`src/sv/sha2_pkg.sv`:
```
// SHA-256/224 engine package: round constants, initial values, shared types.
// Depends on nothing; used by every other file of the engine but sha2_if.
package sha2_pkg;

	localparam int RoundCount = 64;
	localparam int FifoDepth  = 2;

	typedef enum logic {
		CMD_ABSORB = 1'b0,
		CMD_FINISH = 1'b1
	} cmd_t;

	typedef enum logic {
		MODE_SHA256 = 1'b0,
		MODE_SHA224 = 1'b1
	} mode_t;

	typedef enum logic [2:0] {
		ST_IDLE,
		ST_ROUND,
		ST_ADD,
		ST_EMIT
	} core_state_t;

	// Block job handed from the front part to the compression core.
	typedef struct packed {
		logic [511:0] block;
		logic         open;   // reload chaining words before compressing
		logic         mode;   // mode latched for this message
		logic         emit;   // emit digest after this block
	} job_t;

	function automatic logic [31:0] round_k(input logic [5:0] t);
		logic [31:0] k;
		case (t)
			6'd0: k = 32'h428a2f98; 6'd1: k = 32'h71374491; 6'd2: k = 32'hb5c0fbcf;
			6'd3: k = 32'he9b5dba5; 6'd4: k = 32'h3956c25b; 6'd5: k = 32'h59f111f1;
			6'd6: k = 32'h923f82a4; 6'd7: k = 32'hab1c5ed5; 6'd8: k = 32'hd807aa98;
			6'd9: k = 32'h12835b01; 6'd10: k = 32'h243185be; 6'd11: k = 32'h550c7dc3;
			6'd12: k = 32'h72be5d74; 6'd13: k = 32'h80deb1fe; 6'd14: k = 32'h9bdc06a7;
			6'd15: k = 32'hc19bf174; 6'd16: k = 32'he49b69c1; 6'd17: k = 32'hefbe4786;
			6'd18: k = 32'h0fc19dc6; 6'd19: k = 32'h240ca1cc; 6'd20: k = 32'h2de92c6f;
			6'd21: k = 32'h4a7484aa; 6'd22: k = 32'h5cb0a9dc; 6'd23: k = 32'h76f988da;
			6'd24: k = 32'h983e5152; 6'd25: k = 32'ha831c66d; 6'd26: k = 32'hb00327c8;
			6'd27: k = 32'hbf597fc7; 6'd28: k = 32'hc6e00bf3; 6'd29: k = 32'hd5a79147;
			6'd30: k = 32'h06ca6351; 6'd31: k = 32'h14292967; 6'd32: k = 32'h27b70a85;
			6'd33: k = 32'h2e1b2138; 6'd34: k = 32'h4d2c6dfc; 6'd35: k = 32'h53380d13;
			6'd36: k = 32'h650a7354; 6'd37: k = 32'h766a0abb; 6'd38: k = 32'h81c2c92e;
			6'd39: k = 32'h92722c85; 6'd40: k = 32'ha2bfe8a1; 6'd41: k = 32'ha81a664b;
			6'd42: k = 32'hc24b8b70; 6'd43: k = 32'hc76c51a3; 6'd44: k = 32'hd192e819;
			6'd45: k = 32'hd6990624; 6'd46: k = 32'hf40e3585; 6'd47: k = 32'h106aa070;
			6'd48: k = 32'h19a4c116; 6'd49: k = 32'h1e376c08; 6'd50: k = 32'h2748774c;
			6'd51: k = 32'h34b0bcb5; 6'd52: k = 32'h391c0cb3; 6'd53: k = 32'h4ed8aa4a;
			6'd54: k = 32'h5b9cca4f; 6'd55: k = 32'h682e6ff3; 6'd56: k = 32'h748f82ee;
			6'd57: k = 32'h78a5636f; 6'd58: k = 32'h84c87814; 6'd59: k = 32'h8cc70208;
			6'd60: k = 32'h90befffa; 6'd61: k = 32'ha4506ceb; 6'd62: k = 32'hbef9a3f7;
			default: k = 32'hc67178f2;
		endcase
		return k;
	endfunction

	function automatic logic [255:0] init_value(input logic mode);
		if (mode == MODE_SHA224) begin
			return {32'hc1059ed8, 32'h367cd507, 32'h3070dd17, 32'hf70e5939,
				32'hffc00b31, 32'h68581511, 32'h64f98fa7, 32'hbefa4fa4};
		end
		return {32'h6a09e667, 32'hbb67ae85, 32'h3c6ef372, 32'ha54ff53a,
			32'h510e527f, 32'h9b05688c, 32'h1f83d9ab, 32'h5be0cd19};
	endfunction

	function automatic logic [31:0] rotr(input logic [31:0] x, input int n);
		return (x >> n) | (x << (32 - n));
	endfunction

endpackage

```
`src/sv/sha2_fifo.sv`:
```
// Short job queue between front and core, so each side stalls on its own.
// Depends on sha2_pkg.
module sha2_fifo #(
	parameter int Depth = sha2_pkg::FifoDepth
) (
	input  logic           clk,
	input  logic           arst_n,
	input  logic           wr_valid,
	output logic           wr_ready,
	input  sha2_pkg::job_t wr_data,
	output logic           rd_valid,
	input  logic           rd_ready,
	output sha2_pkg::job_t rd_data
);

	localparam int AW = (Depth > 1) ? $clog2(Depth) : 1;

	sha2_pkg::job_t      mem_q [Depth];
	logic [AW-1:0]       wp_q, rp_q;
	logic [AW:0]         cnt_q;
	logic                push, pop;

	assign wr_ready = (cnt_q != AW'(0) + (AW+1)'(Depth));
	assign rd_valid = (cnt_q != '0);
	assign rd_data  = mem_q[rp_q];
	assign push     = wr_valid && wr_ready;
	assign pop      = rd_valid && rd_ready;

	// Store entries
	always_ff @(posedge clk) begin
		if (push) mem_q[wp_q] <= wr_data;
	end

	// Advance pointers and count
	always_ff @(posedge clk or negedge arst_n) begin
		if (!arst_n) begin
			wp_q  <= '0;
			rp_q  <= '0;
			cnt_q <= '0;
		end else begin
			if (push) wp_q <= (wp_q == AW'(Depth - 1)) ? '0 : wp_q + AW'(1);
			if (pop)  rp_q <= (rp_q == AW'(Depth - 1)) ? '0 : rp_q + AW'(1);
			cnt_q <= cnt_q + (AW+1)'(push) - (AW+1)'(pop);
		end
	end

endmodule

```
`config.mk`:
```
export PLATFORM = sky130hd
export DESIGN_NAME = sha2_fifo
export DESIGN_NICKNAME = d
export VERILOG_FILES = /design/src/sv/sha2_pkg.sv /design/src/sv/sha2_fifo.sv
export SDC_FILE = /design/constraint.sdc
export NUM_CORES = 1
export LEC_CHECK = 0
export ABC_AREA = 0
export BUFFER_PORTS_ARGS = -buffer_cell sky130_fd_sc_hd__buf_2
export CAP_MARGIN = 20
export CORE_AREA = 3 3 407 409
export DETAILED_ROUTE_END_ITERATION = 8
export DIE_AREA = 0 0 410 412
export SYNTH_ARGS = -nofsm -noshare
export SYNTH_HDL_FRONTEND = slang
export SYNTH_SLANG_ARGS = --single-unit
```
`constraint.sdc`:
```
create_clock -name clk -period 61.1 [get_ports clk]
set_input_delay 3.055 -clock clk [delete_from_list [all_inputs] [get_ports clk]]
set_output_delay 3.055 -clock clk [all_outputs]
set_load 0.005 [all_outputs]
```
==> flow_summary.ini <==
[place]
hpwl_um = 81930
numPortBuffers = 1035
gpl.final_weighted_congestion = 0.8687
place_inst = 4797

[floorplanning]
top_ports = 1036
std_cell_rows = 148
die_area_um2 = 168900
die_height_um = 412
placeableCoreArea_um2 = 162400
chipWidth_um = 410
initial_core_util_pct = 23.03

[routing]
vias_per_cell = 4.002
drc = 0
route.detailed.wl_per_inst_um = 21.95
drt_first_iter_violations = 1340
drt_first_pass_iters = 5
vias = 20060
drt.antenna.violating_nets = 0
drt-total-wl_um = 110000

[logic_synthesis]
synthDistinctLibCells = 19
synth.mux.area_fraction_pct = 15.51
synth_compound_area_share_pct = 0.08363
syn-mean-instance-area_um2 = 23.03
synth_xor_area_share_pct = 0.07025
postSynth.topFlopCell = sky130_fd_sc_hd__edfxtp_1
ys_seq_elements = 1034
syn_inst = 1624
sequential_fraction_of_the_synthesis_area_pct = 82.96
count_of_yosys_warnings_during_synthesis = 0
number_of_synthesized_flops_with_an_enable_pin = 1030
syn_area_um2 = 37400
yosys.area_share.adder_pct = 0.03345
synth_fp_nets = 2144
yosys.area_share.simple_pct = 0.1305
async_flop_share_pct = 0.3868
combinational_family_with_the_most_area_after_synthesis = multiplexers

[timing]
worst_slew_margin_rel_pct = 23.30
setup-violations-final = 0
hold_slack_ns = 0.5556
max_slew_violation_total_from_the_final_report = 0
timing.final.crit_share_pct = 12.96
rsz0062_at_grt = false
finClkSkew_ns = 0.03922
maxClockFrequency_mhz = 126.3
period_needed_ns = 7.917
total_neg_setup_slack_ns = 0
timing_worst_slew_pin_value_ns = 1.150
final-hold-violation-count = 0

[setup_path]
timing.rr.end = mem_q[0][368]
worst-r2r-setup-slack_ns = 55.81
arrival_ns = 4.86
crit_family = buffers and inverters
setup.worst_path.end_class = output pin
cell_by_cell_listing_of_the_critical_path = buf_12 -> buf_4 -> buf_4 -> mux2_2 -> buf_2
critical_path_class = flop to output pin
r2r_cells = 7
rr_startpoint = cnt_q[0]
cp_slowest_stage_delay_ns = 0.86
worst_path_max_delay_cell = sky130_fd_sc_hd__dfrtp_4
path_common_cell = sky130_fd_sc_hd__buf_4
cp.required_ns = 58.04
worst_setup_path_start_kind = flop
timing.critical_path.fanout_max = 152
worst_setup_path_startpoint = rp_q
path_buf_inv = 4

[global_routing]
globalRoute.busiestLayer = met2
overflow = 0
antenna_found_initial = 45
grt_use_met3_pct = 4.583
first_pass_grt_wire_length_um = 149000
grt_max_degree = 153
grt_use_total_pct = 12.30
global_routing_met1_resource_utilization_pct = 14.22
number_of_global_route_vias_before_repair = 20610
grt_util_met2_pct = 20.97

[layout]
post_layout_nonfiller_instances = 5014
num-nets-final = 3251
area.growth.synth_to_final_pct = 29.72
most-common-layout-cells = sky130_fd_sc_hd__buf_2, sky130_fd_sc_hd__edfxtp_1, sky130_fd_sc_hd__mux2_2
layout_commonest_cell = sky130_fd_sc_hd__buf_2
drive_gt1_share_pct = 60.15
layout_utilization_pct = 29.88

[worst_hold_path]
hold_path_depth = 1
worstHoldStart = wp_q
hold_path.class = flop to flop
min_delay_worst_endpoint = wp_q

[cts]
numClockSinks = 1034
clock_buffer_count_from_cts = 107
setup_buffers_after_cts = 0
cts-root-to-sink-buffers = 3
post_cts_resize_count = 0
cts_tree = built
cts-root-buf = sky130_fd_sc_hd__clkbuf_16
ctsHtreeMaxLevel = 3
cts_hold_buffers = 0
worstSkewPairLatency_ns = 0.70
clkTransAtPathRegs_ns = 0.06

[power]
leakagePower_nw = 17.54
overall_power_w = 0.002274
ir_drop_uv = 28.61
power.density_cell_area_nw_per_um2 = 46.86

[run]
max_cap_violations = 0

[run_status]
status = finished, final reports clean
## synth_stat cells, types with 2 or more instances
| cell | instances | area [um^2] |
|---|---|---|
| sky130_fd_sc_hd__buf_6 | 27 | 304.0 |
| sky130_fd_sc_hd__nand2_1 | 2 | 7.510 |
| sky130_fd_sc_hd__mux2_2 | 494 | 5563 |
| sky130_fd_sc_hd__xnor2_1 | 3 | 26.28 |
| sky130_fd_sc_hd__buf_2 | 30 | 150.1 |
| sky130_fd_sc_hd__edfxtp_1 | 1030 | 30930 |
| sky130_fd_sc_hd__dfrtp_1 | 4 | 100.1 |
| sky130_fd_sc_hd__mux2_1 | 21 | 236.5 |
| sky130_fd_sc_hd__nor2_1 | 3 | 11.26 |
## area by class of cell
cell class / count / area [um^2]
Sequential cell: 1034 / 31030
Clock buffer: 132 / 2793
Clock inverter: 69 / 631.9
Multi-Input combinational cell: 533 / 5931
Fill cell: 16120 / 113900
Timing Repair Buffer: 1055 / 5368
Tap cell: 2175 / 2721
Antenna cell: 16 / 40.04
## where the power goes
part / switching, W / internal [W]
Sequential: 0.0000385 / 0.000970
Combinational: 0.000355 / 0.000280
Clock: 0.000270 / 0.000360
Total: 0.000664 / 0.00161
## worst max path at each step
stage | to | cells past startpoint | slack, ns
after floorplan | mem_q[0][0] | 2 | 35.27
after global placement | mem_q[0][368] | 7 | 53.15
after detailed placement | mem_q[0][368] | 7 | 53.13
after CTS | rd_data[405] | 5 | 53.13
after global routing | rd_data[407] | 5 | 52.92
final | rd_data[405] | 5 | 53.18
## logic make-up (layout without fill, tap and decap cells)
logic type      count (synthesis)  after routing
xor+xnor                        3              3
fa+ha+maj                       1              1
compound gates                  4              4
mux                           515            515
flops                        1034           1034
other cells                     0             16
buf+inv                        57           1256
simple gates                   10             10
## metal layers
layer / vias up / share of wire (%)
li1: 8779 / -
met1: 10260 / 38
met2: 798 / 50
met3: 207 / 8.3
met4: 18 / 2.7
met5: - / 0.11
## per-stage QoR
step	setup WS, ns	area (um^2)
after floorplan	35.27	37400
after global placement	53.15	45050
after detailed placement	53.13	45050
after CTS	53.13	48480
after global routing	52.92	48500
final	53.18	48520
## state kept, by name (all words and copies together) (netlist names)
name   cells
rp_q       1
wp_q       1
cnt_q      2
mem_q   1030
No activity file was read; power rests on OpenSTA's default activity.
