**config.mk**
```make
export PLATFORM = sky130hd
export DESIGN_NAME = sha2_front_flat
export DESIGN_NICKNAME = d
export VERILOG_FILES = /design/src/sv/sha2_pkg.sv /design/src/sv/sha2_if.sv /design/src/sv/sha2_front.sv /design/src/flat_wrapper.sv
export SDC_FILE = /design/constraint.sdc
export NUM_CORES = 2
export LEC_CHECK = 0
export ABC_CLOCK_PERIOD_IN_PS = 17900
export BUFFER_PORTS_ARGS = -buffer_cell sky130_fd_sc_hd__buf_2
export CAP_MARGIN = 20
export CORE_AREA = 8 8 296 298
export DETAILED_ROUTE_END_ITERATION = 12
export DIE_AREA = 0 0 304 306
export GPL_ROUTABILITY_DRIVEN = 1
export PLACE_DENSITY = 0.87
export SYNTH_ARGS = -nofsm -noshare
export SYNTH_HDL_FRONTEND = slang
export SYNTH_SLANG_ARGS = --single-unit
```
**constraint.sdc**
```tcl
create_clock -name clk -period 17.9 [get_ports clk]
set_input_delay 2.685 -clock clk [delete_from_list [all_inputs] [get_ports clk]]
set_output_delay 2.685 -clock clk [all_outputs]
set_load 0.01 [all_outputs]
```
**src/sv/sha2_pkg.sv**
```systemverilog
// SHA-256/224 engine package: round constants, initial values, shared types.
// Depends on nothing; used by every other file of the engine but sha2_if.
package sha2_pkg;

	localparam int RoundCount = 64;
	localparam int FifoDepth  = 2;

	typedef enum logic {
		CMD_ABSORB = 1'b0,
		CMD_FINISH = 1'b1
	} cmd_t;

	typedef enum logic {
		MODE_SHA256 = 1'b0,
		MODE_SHA224 = 1'b1
	} mode_t;

	typedef enum logic [2:0] {
		ST_IDLE,
		ST_ROUND,
		ST_ADD,
		ST_EMIT
	} core_state_t;

	// Block job handed from the front part to the compression core.
	typedef struct packed {
		logic [511:0] block;
		logic         open;   // reload chaining words before compressing
		logic         mode;   // mode latched for this message
		logic         emit;   // emit digest after this block
	} job_t;

	function automatic logic [31:0] round_k(input logic [5:0] t);
		logic [31:0] k;
		case (t)
			6'd0: k = 32'h428a2f98; 6'd1: k = 32'h71374491; 6'd2: k = 32'hb5c0fbcf;
			6'd3: k = 32'he9b5dba5; 6'd4: k = 32'h3956c25b; 6'd5: k = 32'h59f111f1;
			6'd6: k = 32'h923f82a4; 6'd7: k = 32'hab1c5ed5; 6'd8: k = 32'hd807aa98;
			6'd9: k = 32'h12835b01; 6'd10: k = 32'h243185be; 6'd11: k = 32'h550c7dc3;
			6'd12: k = 32'h72be5d74; 6'd13: k = 32'h80deb1fe; 6'd14: k = 32'h9bdc06a7;
			6'd15: k = 32'hc19bf174; 6'd16: k = 32'he49b69c1; 6'd17: k = 32'hefbe4786;
			6'd18: k = 32'h0fc19dc6; 6'd19: k = 32'h240ca1cc; 6'd20: k = 32'h2de92c6f;
			6'd21: k = 32'h4a7484aa; 6'd22: k = 32'h5cb0a9dc; 6'd23: k = 32'h76f988da;
			6'd24: k = 32'h983e5152; 6'd25: k = 32'ha831c66d; 6'd26: k = 32'hb00327c8;
			6'd27: k = 32'hbf597fc7; 6'd28: k = 32'hc6e00bf3; 6'd29: k = 32'hd5a79147;
			6'd30: k = 32'h06ca6351; 6'd31: k = 32'h14292967; 6'd32: k = 32'h27b70a85;
			6'd33: k = 32'h2e1b2138; 6'd34: k = 32'h4d2c6dfc; 6'd35: k = 32'h53380d13;
			6'd36: k = 32'h650a7354; 6'd37: k = 32'h766a0abb; 6'd38: k = 32'h81c2c92e;
			6'd39: k = 32'h92722c85; 6'd40: k = 32'ha2bfe8a1; 6'd41: k = 32'ha81a664b;
			6'd42: k = 32'hc24b8b70; 6'd43: k = 32'hc76c51a3; 6'd44: k = 32'hd192e819;
			6'd45: k = 32'hd6990624; 6'd46: k = 32'hf40e3585; 6'd47: k = 32'h106aa070;
			6'd48: k = 32'h19a4c116; 6'd49: k = 32'h1e376c08; 6'd50: k = 32'h2748774c;
			6'd51: k = 32'h34b0bcb5; 6'd52: k = 32'h391c0cb3; 6'd53: k = 32'h4ed8aa4a;
			6'd54: k = 32'h5b9cca4f; 6'd55: k = 32'h682e6ff3; 6'd56: k = 32'h748f82ee;
			6'd57: k = 32'h78a5636f; 6'd58: k = 32'h84c87814; 6'd59: k = 32'h8cc70208;
			6'd60: k = 32'h90befffa; 6'd61: k = 32'ha4506ceb; 6'd62: k = 32'hbef9a3f7;
			default: k = 32'hc67178f2;
		endcase
		return k;
	endfunction

	function automatic logic [255:0] init_value(input logic mode);
		if (mode == MODE_SHA224) begin
			return {32'hc1059ed8, 32'h367cd507, 32'h3070dd17, 32'hf70e5939,
				32'hffc00b31, 32'h68581511, 32'h64f98fa7, 32'hbefa4fa4};
		end
		return {32'h6a09e667, 32'hbb67ae85, 32'h3c6ef372, 32'ha54ff53a,
			32'h510e527f, 32'h9b05688c, 32'h1f83d9ab, 32'h5be0cd19};
	endfunction

	function automatic logic [31:0] rotr(input logic [31:0] x, input int n);
		return (x >> n) | (x << (32 - n));
	endfunction

endpackage

```
**src/sv/sha2_if.sv**
```systemverilog
// Valid/ready channel interfaces for the SHA-256/224 engine.
// Depends on nothing.
interface sha2_in_if;
	logic       valid;
	logic       ready;
	logic       command;
	logic [7:0] message_byte;
	modport source (output valid, output command, output message_byte, input ready);
	modport sink (input valid, input command, input message_byte, output ready);
endinterface


```
**src/sv/sha2_front.sv**
```systemverilog
// Front part: packs bytes into blocks, pads on finish, pushes block jobs.
// Depends on sha2_pkg and sha2_if.
module sha2_front (
	input  logic             clk,
	input  logic             arst_n,
	input  logic             digest_mode,
	sha2_in_if.sink          in_ch,
	output logic             job_valid,
	output sha2_pkg::job_t   job,
	input  logic             job_ready
);

	logic [511:0] block_q;
	logic [60:0]  total_q;
	logic         open_q;     // message is open
	logic         fresh_q;    // next job must reload the chaining words
	logic         mode_q;
	logic         pad2_q;     // second padding block still to push
	logic         jv_q;
	sha2_pkg::job_t job_q;

	logic [5:0]   pos;
	logic [511:0] merged;
	logic [511:0] padded;
	logic [63:0]  bits;
	logic         cur_mode;
	logic         can_push;

	assign pos      = total_q[5:0];
	assign bits     = {total_q, 3'b000};
	assign cur_mode = open_q ? mode_q : digest_mode;
	assign can_push = !jv_q || job_ready;
	assign in_ch.ready = can_push && !pad2_q;
	assign job_valid = jv_q;
	assign job       = job_q;

	// Merge the byte (or the 0x80 marker) at pos and, on a finish, clear the bytes after it
	always_comb begin
		logic [7:0] b;
		b = (in_ch.command == sha2_pkg::CMD_FINISH) ? 8'h80 : in_ch.message_byte;
		merged = block_q;
		for (int i = 0; i < 64; i++) begin
			if (i[5:0] == pos) begin
				merged[511 - 8*i -: 8] = b;
			end else if (i[5:0] > pos && in_ch.command == sha2_pkg::CMD_FINISH) begin
				merged[511 - 8*i -: 8] = 8'h00;
			end
		end
		padded = {merged[511:64], bits};
	end

	// Accept transactions and push block jobs
	always_ff @(posedge clk or negedge arst_n) begin
		if (!arst_n) begin
			total_q <= '0;
			open_q  <= 1'b0;
			fresh_q <= 1'b0;
			mode_q  <= 1'b0;
			pad2_q  <= 1'b0;
			jv_q    <= 1'b0;
		end else begin
			if (jv_q && job_ready) jv_q <= 1'b0;
			if (pad2_q && can_push) begin
				jv_q       <= 1'b1;
				job_q      <= '{block: {448'd0, bits}, open: 1'b0, mode: mode_q, emit: 1'b1};
				pad2_q     <= 1'b0;
				open_q     <= 1'b0;
				total_q    <= '0;
			end else if (in_ch.valid && in_ch.ready) begin
				if (!open_q) begin
					mode_q  <= digest_mode;
					open_q  <= 1'b1;
				end
				if (in_ch.command == sha2_pkg::CMD_ABSORB) begin
					block_q <= merged;
					total_q <= total_q + 61'd1;
					if (!open_q) fresh_q <= 1'b1;
					if (pos == 6'd63) begin
						jv_q    <= 1'b1;
						job_q   <= '{block: merged, open: fresh_q || !open_q,
							mode: cur_mode, emit: 1'b0};
						fresh_q <= 1'b0;
					end
				end else begin
					jv_q    <= 1'b1;
					fresh_q <= 1'b0;
					if (pos > 6'd55) begin
						job_q  <= '{block: merged, open: fresh_q || !open_q,
							mode: cur_mode, emit: 1'b0};
						pad2_q <= 1'b1;
					end else begin
						job_q   <= '{block: padded, open: fresh_q || !open_q,
							mode: cur_mode, emit: 1'b1};
						open_q  <= 1'b0;
						total_q <= '0;
					end
				end
			end
		end
	end

endmodule

```
**src/flat_wrapper.sv**
```systemverilog
// flat-port wrapper written by rule: the top's interface ports become plain ports
module sha2_front_flat 
  (clk, arst_n, digest_mode, job_valid, job, job_ready, in_ch_valid, in_ch_command, in_ch_message_byte, in_ch_ready);
  sha2_in_if in_ch_i ();
  input  logic clk;
  input  logic arst_n;
  input  logic digest_mode;
  output logic job_valid;
  output sha2_pkg::job_t job;
  input  logic job_ready;
  input wire logic [$bits(in_ch_i.valid)-1:0] in_ch_valid;
  input wire logic [$bits(in_ch_i.command)-1:0] in_ch_command;
  input wire logic [$bits(in_ch_i.message_byte)-1:0] in_ch_message_byte;
  output wire logic [$bits(in_ch_i.ready)-1:0] in_ch_ready;
  assign in_ch_i.valid = in_ch_valid;
  assign in_ch_i.command = in_ch_command;
  assign in_ch_i.message_byte = in_ch_message_byte;
  assign in_ch_ready = in_ch_i.ready;
  sha2_front u_core (.clk(clk), .arst_n(arst_n), .digest_mode(digest_mode), .in_ch(in_ch_i), .job_valid(job_valid), .job(job), .job_ready(job_ready));
endmodule
```
==> flow_metrics.env <==
export IMPL_status="finished clean"
export IMPL_synth_most_common_cell="edfxtp_1"
export IMPL_clockBufferDepth=3
export IMPL_initial_core_util=0.584
export IMPL_grt_pass1_wl_um=230000
export IMPL_finalCritPeriodShare=0.384
export IMPL_grtUsageTotal=0.320
export IMPL_post_route_min_period_ns=6.88
export IMPL_slowest_stage="buf_4"
export IMPL_max_freq_ghz=0.145
export IMPL_drt_total_wl_um=156000
export IMPL_die_w_um=304
export IMPL_grt_max_degree=257
export IMPL_drc_errors=0
export IMPL_ys_seq_elements=1085
export IMPL_powerDensity_nw_per_um2=113
export IMPL_clock_sinks=1085
export IMPL_hpwl_um=96700
export IMPL_critPathKind="input pin to flop"
export IMPL_place_congestion=0.927
export IMPL_ys_warn_count=0
export IMPL_arrival_ns=7.19
export IMPL_final_nets=4159
export IMPL_grt_remaining_overflow=0
export IMPL_relSlewSlack=0.246
export IMPL_synth_edf_count=1019
export IMPL_skew_ns=0.0227
export IMPL_via_per_inst=6.94
export IMPL_cts_clk_slew_worst_paths_ns=0.06
export IMPL_ant_nets=0
export IMPL_maxCapViolCount=0
export IMPL_drt_pre_antenna_iters=6
export IMPL_via_count=36820
export IMPL_yosysTopAreaCell="edfxtp_1"
export IMPL_cp_data_required_time_ns=18.21
export IMPL_syn_inst=3751
export IMPL_syn_area_sq_um=48400
export IMPL_syn_num_nets=3770
export IMPL_cts_tree="yes"
export IMPL_grt_pass1_vias=35620
export IMPL_async_reset_ff_frac=0.0608
export IMPL_synth_commonest_cells="edfxtp_1 (1019), a22o_1 (368), and3_1 (346)"
export IMPL_die_area_sq_um=93000
export IMPL_wl_per_cell_um=29.4
export IMPL_maxSlewViolCount=0
export IMPL_p_leak_nw=23.6
export IMPL_cpPeakStageDelay_ns=0.95
export IMPL_port_buffers=530
export IMPL_clock_latency_ns=0.70
export IMPL_cts_root_buf="clkbuf_16"
export IMPL_seq_area_frac_synth=0.667
export IMPL_num_fill_cells=5662
export IMPL_tns_ns=0
export IMPL_final_core_util=0.670
export IMPL_core_area_sq_um=82900
export IMPL_core_rowCount=106
export IMPL_irDropWorstVdd_v=0.0000801
export IMPL_cts_made_buffers=107
export IMPL_crit_buf_inv=4
export IMPL_tightest_slew_ns=1.13
export IMPL_hold_viol=0
export IMPL_postCtsSetupRepairBufs=0
export IMPL_synth_area_per_cell_sq_um=12.9
export IMPL_hp_class="flop to flop"
export IMPL_crit_path_cell_trace="buf_2, inv_1, and3_1, and2_4, buf_4, buf_4"
export IMPL_boundaryPins=531
export IMPL_cpMostUsedCell="buf_4"
export IMPL_cts_hold_fix_buffers=0
export IMPL_cp_max_fo=81
export IMPL_start_kind="input pin"
export IMPL_rsz0062_at_grt="no"
export IMPL_htreeDepth=3
export IMPL_yosysTopAreaCellShare=0.633
export IMPL_syn2layout_area_growth_pct=14.8
export IMPL_antenna_found_initial=2
export IMPL_synthFlopType="edfxtp_1"
export IMPL_cp_end_kind="flop"
export IMPL_drive_above_1_share=0.194
export IMPL_dieHeight_um=306
export IMPL_drt_iter0_drc=6327
export IMPL_cp_top_family="buffers and inverters"
export IMPL_synth_distinct_cells=74
export IMPL_setup_viol_count_final=0
export IMPL_synth_area_leaders="edfxtp_1 (63%), a22o_1 (6.7%), a21o_1 (5.3%), and3_1 (4.5%), dfrtp_1 (3.4%)"
export IMPL_cts_repair_resized=0
## report_power, final
| part | switching [mW] | internal, mW |
|---|---|---|
| Sequential | 0.0951 | 2.98 |
| Clock | 1.01 | 1.39 |
| Combinational | 0.516 | 0.269 |
## kinds of logic (layout without fill, tap and decap cells)
family,after synthesis,in the layout,share of synthesized area
AOI/OAI and AO/OA,1256,1256,0.185
adders and majority gates,5,5,0.00129
muxes,16,16,0.00339
DFF,1085,1085,0.667
other,0,1,0
and+or+nand+nor,1015,1015,0.111
buffers and inverters,356,831,0.0290
xor gates and xnor gates,18,18,0.00326
## final cells by class
type	instances	area [sq um]	area share
Antenna cell	1	2.50	0.0000451
Inverter	40	150	0.00270
Clock inverter	69	923	0.0166
Multi-Input combinational cell	2310	14900	0.267
Clock buffer	126	2770	0.0499
Timing Repair Buffer	596	3230	0.0582
Sequential cell	1085	32300	0.581
Tap cell	1080	1350	0.0243
## path summary, 6_finish.rpt
| check | from | to | slack (ns) | cells after the start |
|---|---|---|---|---|
| min reg2reg | u_core.fresh_q | u_core.fresh_q | 0.55 | 2 |
| min | u_core.fresh_q | u_core.fresh_q | 0.55 | 2 |
| max in group asynchronous | arst_n | u_core.total_q[2] | 14.66 | 2 |
| max reg2reg | u_core.total_q[4] | u_core.job[432] | 12.88 | 7 |
| max | in_ch_command | u_core.block_q[346] | 11.02 | 6 |
| min in group asynchronous | arst_n | u_core.total_q[45] | 2.59 | 2 |
## placed cells by master (no fill, tap or decap), types with 8 or more instances in the layout
cell / count
a21o_1: 344
a21oi_1: 205
a22o_1: 368
a22oi_1: 25
a31o_2: 13
a31oi_1: 12
and2_1: 9
and3_1: 346
buf_2: 529
buf_4: 60
bufinv_16: 19
clkbuf_1: 18
clkbuf_16: 108
clkinv_1: 16
clkinv_2: 16
clkinvlp_4: 9
dfrtp_1: 63
edfxtp_1: 1019
inv_1: 38
mux2i_1: 13
nand2_1: 252
nand3_1: 137
nand4_1: 22
nor2_1: 110
nor2b_1: 10
nor3_1: 24
o211ai_1: 8
o21ai_0: 186
o22ai_1: 8
o2bb2ai_1: 16
o31ai_1: 17
or3_1: 15
or4_1: 20
xnor2_1: 14
## worst reg2reg max path: cells and delay by family, from the launching register on
kind | cells | cell delay [ns]
AOI/OAI and AO/OA | 2 | 0.81
DFF | 1 | 0.99
and+or+nand+nor | 2 | 1.02
buffers and inverters | 3 | 2.05
## stage by stage
stage / cell area, sq um / std cells / setup WS (ns) / total power [mW] / hold slack, ns
global placement: 51800 / 5105 / 10.54 / 3.86 / 0.490
CTS: 55500 / 5303 / 11.12 / 6.26 / 0.535
floorplan: 48400 / 3751 / 2.08 / 3.56 / 0.467
detailed placement: 51800 / 5108 / 10.40 / 3.89 / 0.528
global route: 55500 / 5306 / 10.80 / 6.42 / 0.563
finish: 55500 / 5307 / 11.02 / 6.27 / 0.549
## routing by layer
layer / global-route usage / part of all wire / vias up
met1: 0.414 / 0.36 / 17942
met5: 0.00516 / 0.00042 / -
met2: 0.501 / 0.46 / 2967
li1: - / - / 15415
met4: 0.157 / 0.053 / 4
met3: 0.0886 / 0.13 / 492
## sequential cells by signal (all words and copies together), names as in the netlist
name / cells
u_core.mode_q: 1
u_core.fresh_q: 1
u_core.pad2_q: 1
u_core.block_q: 504
u_core.job: 515
u_core.job_valid: 1
u_core.open_q: 1
u_core.total_q: 61
No activity file was read; power rests on OpenSTA's default activity.
