<file path="config.mk">
export PLATFORM = sky130hd
export DESIGN_NAME = sha2_core_flat
export DESIGN_NICKNAME = d
export VERILOG_FILES = /design/src/sv/sha2_pkg.sv /design/src/sv/sha2_if.sv /design/src/sv/sha2_core.sv /design/src/flat_wrapper.sv
export SDC_FILE = /design/constraint.sdc
export NUM_CORES = 2
export LEC_CHECK = 0
export ABC_AREA = 0
export BUFFER_PORTS_ARGS = -buffer_cell sky130_fd_sc_hd__buf_2
export CORE_ASPECT_RATIO = 0.8
export CORE_MARGIN = 3
export CORE_UTILIZATION = 25
export CTS_CLUSTER_SIZE = 25
export DETAILED_ROUTE_END_ITERATION = 16
export PLACE_DENSITY = 0.37
export SLEW_MARGIN = 0
export SYNTH_ARGS = -nofsm -noshare
export SYNTH_HDL_FRONTEND = slang
export SYNTH_SLANG_ARGS = --single-unit
</file>
<file path="constraint.sdc">
create_clock -name clk -period 32.5 [get_ports clk]
set_clock_uncertainty 0.05 [all_clocks]
set_input_delay 3.25 -clock clk [delete_from_list [all_inputs] [get_ports clk]]
set_output_delay 3.25 -clock clk [all_outputs]
set_load 0.1 [all_outputs]
</file>
<file path="src/sv/sha2_pkg.sv">
// SHA-256/224 engine package: round constants, initial values, shared types.
// Depends on nothing; used by every other file of the engine but sha2_if.
package sha2_pkg;

	localparam int RoundCount = 64;
	localparam int FifoDepth  = 2;

	typedef enum logic {
		CMD_ABSORB = 1'b0,
		CMD_FINISH = 1'b1
	} cmd_t;

	typedef enum logic {
		MODE_SHA256 = 1'b0,
		MODE_SHA224 = 1'b1
	} mode_t;

	typedef enum logic [2:0] {
		ST_IDLE,
		ST_ROUND,
		ST_ADD,
		ST_EMIT
	} core_state_t;

	// Block job handed from the front part to the compression core.
	typedef struct packed {
		logic [511:0] block;
		logic         open;   // reload chaining words before compressing
		logic         mode;   // mode latched for this message
		logic         emit;   // emit digest after this block
	} job_t;

	function automatic logic [31:0] round_k(input logic [5:0] t);
		logic [31:0] k;
		case (t)
			6'd0: k = 32'h428a2f98; 6'd1: k = 32'h71374491; 6'd2: k = 32'hb5c0fbcf;
			6'd3: k = 32'he9b5dba5; 6'd4: k = 32'h3956c25b; 6'd5: k = 32'h59f111f1;
			6'd6: k = 32'h923f82a4; 6'd7: k = 32'hab1c5ed5; 6'd8: k = 32'hd807aa98;
			6'd9: k = 32'h12835b01; 6'd10: k = 32'h243185be; 6'd11: k = 32'h550c7dc3;
			6'd12: k = 32'h72be5d74; 6'd13: k = 32'h80deb1fe; 6'd14: k = 32'h9bdc06a7;
			6'd15: k = 32'hc19bf174; 6'd16: k = 32'he49b69c1; 6'd17: k = 32'hefbe4786;
			6'd18: k = 32'h0fc19dc6; 6'd19: k = 32'h240ca1cc; 6'd20: k = 32'h2de92c6f;
			6'd21: k = 32'h4a7484aa; 6'd22: k = 32'h5cb0a9dc; 6'd23: k = 32'h76f988da;
			6'd24: k = 32'h983e5152; 6'd25: k = 32'ha831c66d; 6'd26: k = 32'hb00327c8;
			6'd27: k = 32'hbf597fc7; 6'd28: k = 32'hc6e00bf3; 6'd29: k = 32'hd5a79147;
			6'd30: k = 32'h06ca6351; 6'd31: k = 32'h14292967; 6'd32: k = 32'h27b70a85;
			6'd33: k = 32'h2e1b2138; 6'd34: k = 32'h4d2c6dfc; 6'd35: k = 32'h53380d13;
			6'd36: k = 32'h650a7354; 6'd37: k = 32'h766a0abb; 6'd38: k = 32'h81c2c92e;
			6'd39: k = 32'h92722c85; 6'd40: k = 32'ha2bfe8a1; 6'd41: k = 32'ha81a664b;
			6'd42: k = 32'hc24b8b70; 6'd43: k = 32'hc76c51a3; 6'd44: k = 32'hd192e819;
			6'd45: k = 32'hd6990624; 6'd46: k = 32'hf40e3585; 6'd47: k = 32'h106aa070;
			6'd48: k = 32'h19a4c116; 6'd49: k = 32'h1e376c08; 6'd50: k = 32'h2748774c;
			6'd51: k = 32'h34b0bcb5; 6'd52: k = 32'h391c0cb3; 6'd53: k = 32'h4ed8aa4a;
			6'd54: k = 32'h5b9cca4f; 6'd55: k = 32'h682e6ff3; 6'd56: k = 32'h748f82ee;
			6'd57: k = 32'h78a5636f; 6'd58: k = 32'h84c87814; 6'd59: k = 32'h8cc70208;
			6'd60: k = 32'h90befffa; 6'd61: k = 32'ha4506ceb; 6'd62: k = 32'hbef9a3f7;
			default: k = 32'hc67178f2;
		endcase
		return k;
	endfunction

	function automatic logic [255:0] init_value(input logic mode);
		if (mode == MODE_SHA224) begin
			return {32'hc1059ed8, 32'h367cd507, 32'h3070dd17, 32'hf70e5939,
				32'hffc00b31, 32'h68581511, 32'h64f98fa7, 32'hbefa4fa4};
		end
		return {32'h6a09e667, 32'hbb67ae85, 32'h3c6ef372, 32'ha54ff53a,
			32'h510e527f, 32'h9b05688c, 32'h1f83d9ab, 32'h5be0cd19};
	endfunction

	function automatic logic [31:0] rotr(input logic [31:0] x, input int n);
		return (x >> n) | (x << (32 - n));
	endfunction

endpackage

</file>
<file path="src/sv/sha2_if.sv">


interface sha2_out_if;
	logic        valid;
	logic        ready;
	logic [31:0] digest_word;
	logic [2:0]  word_index;
	logic        last_word;
	modport source (output valid, output digest_word, output word_index, output last_word,
		input ready);
	modport sink (input valid, input digest_word, input word_index, input last_word,
		output ready);
endinterface

</file>
<file path="src/sv/sha2_core.sv">
// Back part: 64-round compression, one round a cycle, and digest output.
// Depends on sha2_pkg and sha2_if.
module sha2_core #(
	parameter int RoundCount = sha2_pkg::RoundCount
) (
	input  logic           clk,
	input  logic           arst_n,
	input  logic           job_valid,
	output logic           job_ready,
	input  sha2_pkg::job_t job,
	sha2_out_if.source     out_ch
);

	sha2_pkg::core_state_t state_q, state_d;
	logic [255:0] h_q;
	logic [31:0]  v_q [8];
	logic [31:0]  w_q [16];
	logic [5:0]   rnd_q;
	logic         emit_q, mode_q;
	logic [2:0]   idx_q;
	logic [31:0]  t1, t2, s0, s1, w_new;

	// Round datapath
	always_comb begin
		t1 = v_q[7] + (sha2_pkg::rotr(v_q[4], 6) ^ sha2_pkg::rotr(v_q[4], 11)
			^ sha2_pkg::rotr(v_q[4], 25)) + ((v_q[4] & v_q[5]) ^ (~v_q[4] & v_q[6]))
			+ sha2_pkg::round_k(rnd_q) + w_q[0];
		t2 = (sha2_pkg::rotr(v_q[0], 2) ^ sha2_pkg::rotr(v_q[0], 13)
			^ sha2_pkg::rotr(v_q[0], 22))
			+ ((v_q[0] & v_q[1]) ^ (v_q[0] & v_q[2]) ^ (v_q[1] & v_q[2]));
		s0 = sha2_pkg::rotr(w_q[1], 7) ^ sha2_pkg::rotr(w_q[1], 18) ^ (w_q[1] >> 3);
		s1 = sha2_pkg::rotr(w_q[14], 17) ^ sha2_pkg::rotr(w_q[14], 19) ^ (w_q[14] >> 10);
		w_new = w_q[0] + s0 + w_q[9] + s1;
	end

	// Next state and handshakes
	always_comb begin
		state_d   = state_q;
		job_ready = 1'b0;
		case (state_q)
			sha2_pkg::ST_IDLE: begin
				job_ready = 1'b1;
				if (job_valid) state_d = sha2_pkg::ST_ROUND;
			end
			sha2_pkg::ST_ROUND: begin
				if (rnd_q == 6'(RoundCount - 1)) state_d = sha2_pkg::ST_ADD;
			end
			sha2_pkg::ST_ADD: begin
				state_d = emit_q ? sha2_pkg::ST_EMIT : sha2_pkg::ST_IDLE;
			end
			sha2_pkg::ST_EMIT: begin
				if (out_ch.ready && out_ch.last_word) state_d = sha2_pkg::ST_IDLE;
			end
			default: state_d = sha2_pkg::ST_IDLE;
		endcase
	end

	assign out_ch.valid       = (state_q == sha2_pkg::ST_EMIT);
	assign out_ch.digest_word = h_q[255 - 32*idx_q -: 32];
	assign out_ch.word_index  = idx_q;
	assign out_ch.last_word   = (idx_q == (mode_q ? 3'd6 : 3'd7));

	always_ff @(posedge clk or negedge arst_n) begin
		if (!arst_n) state_q <= sha2_pkg::ST_IDLE;
		else state_q <= state_d;
	end

	// Load job, run rounds, add and step through the digest words
	always_ff @(posedge clk or negedge arst_n) begin
		if (!arst_n) begin
			h_q   <= sha2_pkg::init_value(sha2_pkg::MODE_SHA256);
			rnd_q <= '0;
			idx_q <= '0;
			emit_q <= 1'b0;
			mode_q <= 1'b0;
		end else begin
			case (state_q)
				sha2_pkg::ST_IDLE: begin
					if (job_valid) begin
						logic [255:0] hs;
						hs = job.open ? sha2_pkg::init_value(job.mode) : h_q;
						h_q    <= hs;
						emit_q <= job.emit;
						mode_q <= job.mode;
						rnd_q  <= '0;
						idx_q  <= '0;
						for (int i = 0; i < 8; i++) v_q[i] <= hs[255 - 32*i -: 32];
						for (int i = 0; i < 16; i++) w_q[i] <= job.block[511 - 32*i -: 32];
					end
				end
				sha2_pkg::ST_ROUND: begin
					v_q[0] <= t1 + t2;
					v_q[1] <= v_q[0];
					v_q[2] <= v_q[1];
					v_q[3] <= v_q[2];
					v_q[4] <= v_q[3] + t1;
					v_q[5] <= v_q[4];
					v_q[6] <= v_q[5];
					v_q[7] <= v_q[6];
					for (int i = 0; i < 15; i++) w_q[i] <= w_q[i+1];
					w_q[15] <= w_new;
					rnd_q <= rnd_q + 6'd1;
				end
				sha2_pkg::ST_ADD: begin
					for (int i = 0; i < 8; i++)
						h_q[255 - 32*i -: 32] <= h_q[255 - 32*i -: 32] + v_q[i];
				end
				sha2_pkg::ST_EMIT: begin
					if (out_ch.ready) idx_q <= idx_q + 3'd1;
				end
				default: ;
			endcase
		end
	end

endmodule

</file>
<file path="src/flat_wrapper.sv">
// flat-port wrapper written by rule: the top's interface ports become plain ports
module sha2_core_flat 
#(
	parameter int RoundCount = sha2_pkg::RoundCount
)
  (clk, arst_n, job_valid, job_ready, job, out_ch_valid, out_ch_digest_word, out_ch_word_index, out_ch_last_word, out_ch_ready);
  sha2_out_if out_ch_i ();
  input  logic clk;
  input  logic arst_n;
  input  logic job_valid;
  output logic job_ready;
  input  sha2_pkg::job_t job;
  output wire logic [$bits(out_ch_i.valid)-1:0] out_ch_valid;
  output wire logic [$bits(out_ch_i.digest_word)-1:0] out_ch_digest_word;
  output wire logic [$bits(out_ch_i.word_index)-1:0] out_ch_word_index;
  output wire logic [$bits(out_ch_i.last_word)-1:0] out_ch_last_word;
  input wire logic [$bits(out_ch_i.ready)-1:0] out_ch_ready;
  assign out_ch_valid = out_ch_i.valid;
  assign out_ch_digest_word = out_ch_i.digest_word;
  assign out_ch_word_index = out_ch_i.word_index;
  assign out_ch_last_word = out_ch_i.last_word;
  assign out_ch_i.ready = out_ch_ready;
  sha2_core #(.RoundCount(RoundCount)) u_core (.clk(clk), .arst_n(arst_n), .job_valid(job_valid), .job_ready(job_ready), .job(job), .out_ch(out_ch_i));
endmodule
</file>
==> metrics <==
worst hold-check path type flop to flop; syn nets 8950; share of post-route cells with drive strength above 1 0.1429; Top delay family on crit path compound AO/OA/AOI/OAI gates; post-cts gate resize count 0; FILL cells 30.72k; IO Count 557; CTS Sinks 1037; top cell type's share of synthesized area 0.3162; Bufs on Longest Clock Path 4; minimum clock period 10.92 ns; All-Layer GR Usage 0.2193; Detailed Place HPWL 256400 um; WP buf/inv 3; flops & latches, synth 1037; clk_lat worst skew 0.83 ns; Setup Buffers After CTS 0; routed vias 61.75k; initial antenna violation count 62; status completed; EDFF count, synth 768; Die Area 0.2983 mm2; post-route ant nets 0; largest cells by area after synthesis edfxtp_1, nand2_1, ha_1; startpoint types flop; CP most frequent cell fa_1; Via density 5.083; Post-synth top cells nand2_1, edfxtp_1, o21ai_0; Pre-Repair DR Iteration Count 6; synthesized area per cell 9.300 um2; Worst Path Arrival 11.39 ns; Worst setup EP type flop; unrepaired setup endpoints after global routing false; register area share after synthesis 0.4108; P&R area growth vs syn 15.65%; Largest stage delay, worst path 0.85 ns; Rel. slew slack 0.2274; CP required 32.97 ns; f_max 91.60 MHz; Least-Margin Pin Slew 1.159 ns; register area 0.02998 mm2; Die Wd 609.9 um; first-pass GRT wire length 470700 um; Die Span Y 489.1 um; Syn Inst Count 7844; multi-input logic area 0.04038 mm2; Starting Density 0.2525; vias in the first global route 58.94k; number of I/O port buffers 556; Clock transition at path regs 0.06 ns; final period utilization 0.3359; CTS Root Cell clkbuf_16; TritonCTS Buffers 144; largest net degree at the start of global routing 162; critical path peak fanout 17; Post-Route WL 338900 um; Hold Violations, Final 0; Mapped Area 0.07295 mm2; WS Path Type flop to flop; asr flop ratio synth 0.2594; quantity of hold-fixing buffers added after cts 0; Remaining Overflow, GRT 0; Setup TNS Final 0 ns; Synthesis Warnings 0; Distinct cells, synth 94; cell with the most instances after synthesis nand2_1; Most used DFF post-synth edfxtp_1; TritonCTS clock tree built; per-cell routed wire length 27.90 um; Final Max Slew Viols 0; drc violations 0; Max Cap Viol 0; setup violators final 0; crit path max-delay cell type nor2b_1; GPL Wtd Cong 0.8854; Core Area 0.2889 mm2; nets 9312; DRT iter0 DRCs 6069; Site Rows 176; CTS H-tree depth 4; cell taking the most area after synthesis edfxtp_1
==> stage by stage <==
stage | hold slack [ns] | cells | setup WS, ns | instance area [um2] | utilization
global route | 0.4412 | 12140 | 21.03 | 84340 | 0.2919
finish | 0.4250 | 12150 | 21.58 | 84370 | 0.2920
detailed placement | 0.4122 | 11890 | 21.87 | 79890 | 0.2765
floorplan | 0.3903 | 7844 | 8.457 | 72950 | -
CTS | 0.4260 | 12130 | 21.80 | 84330 | 0.2919
global placement | 0.4078 | 11890 | 21.63 | 79890 | 0.2765
==> final timing paths <==
check / slack, ns / cells after the start / start / end
max: 21.58 / 32 / u_core.rnd_q[0]$_DFFE_PN0P_ / u_core.v_q[0][30]$_DFFE_PP_
max in group asynchronous: 27.54 / 4 / arst_n / u_core.h_q[215]$_DFFE_PN0P_
min in group asynchronous: 2.32 / 1 / arst_n / u_core.h_q[137]$_DFFE_PN0P_
min: 0.43 / 2 / u_core.emit_q$_DFFE_PN0P_ / u_core.emit_q$_DFFE_PN0P_
min reg2reg: 0.43 / 2 / u_core.emit_q$_DFFE_PN0P_ / u_core.emit_q$_DFFE_PN0P_
max reg2reg: 21.58 / 32 / u_core.rnd_q[0]$_DFFE_PN0P_ / u_core.v_q[0][30]$_DFFE_PP_
==> cell type report <==
cell class,count,share of cell area
Timing Repair Buffer,671,0.04433
Inverter,267,0.01188
Clock inverter,46,0.004953
Clock buffer,201,0.04770
Antenna cell,14,0.0004153
Multi-Input combinational cell,6085,0.4786
Sequential cell,1037,0.3554
Tap cell,3827,0.05676
==> flip-flops by register name, summed over array words and instances (netlist names) <==
name,count
u_core.emit_q,1
u_core.mode_q,1
u_core.v_q,256
u_core.rnd_q,6
u_core.out_ch.word_index,3
u_core.h_q,256
u_core.state_q,2
u_core.w_q,512
==> cell families after synthesis <==
logic type | share of synthesized area
xor+xnor | 0.06837
buf+inv | 0.03715
simple gates | 0.1717
flops | 0.4108
compound gates | 0.1545
fa+ha+maj | 0.1243
mux | 0.03321
==> routing by layer <==
metal,routed length (um),up-vias,GRT usage
li1,-,28270,-
met1,177200,31150,0.3560
met2,135700,1973,0.3034
met3,20630,345,0.03297
met4,5277,12,0.03214
met5,86,-,0
==> cell usage in the layout (no fill, tap or decap), drive strengths merged, types with 15 or more instances in the layout <==
cell type  instances
a211oi           108
a21boi            15
a21o             169
a21oi            520
a31oi            124
and2              24
and3              37
buf              670
clkbuf           202
clkinv            34
dfrtp            133
dfstp            136
edfxtp           768
fa               195
ha               392
inv              269
maj3              26
mux2              40
mux2i             35
mux4              72
nand2           1936
nand2b           142
nand3             94
nand3b            64
nand4             24
nor2             367
nor2b             69
nor3              96
nor4              16
o211ai            45
o21a              51
o21ai            526
o21bai            53
o31ai             34
or3               19
xnor2            367
xor2             199
==> worst register-to-register path: cells and delay by family, from the launching register on <==
kind / cells / cell delay [ns]
XOR/XNOR: 2 / 0.46
adder cells (fa/ha/maj): 7 / 3.37
AO/OA/AOI/OAI: 14 / 3.57
AND/OR/NAND/NOR: 6 / 1.80
flip-flops: 1 / 0.78
buffers and inverters: 3 / 0.64
Power is not shown: default switching activity piles up to over one toggle a cycle in this logic, so the estimate is an artifact.
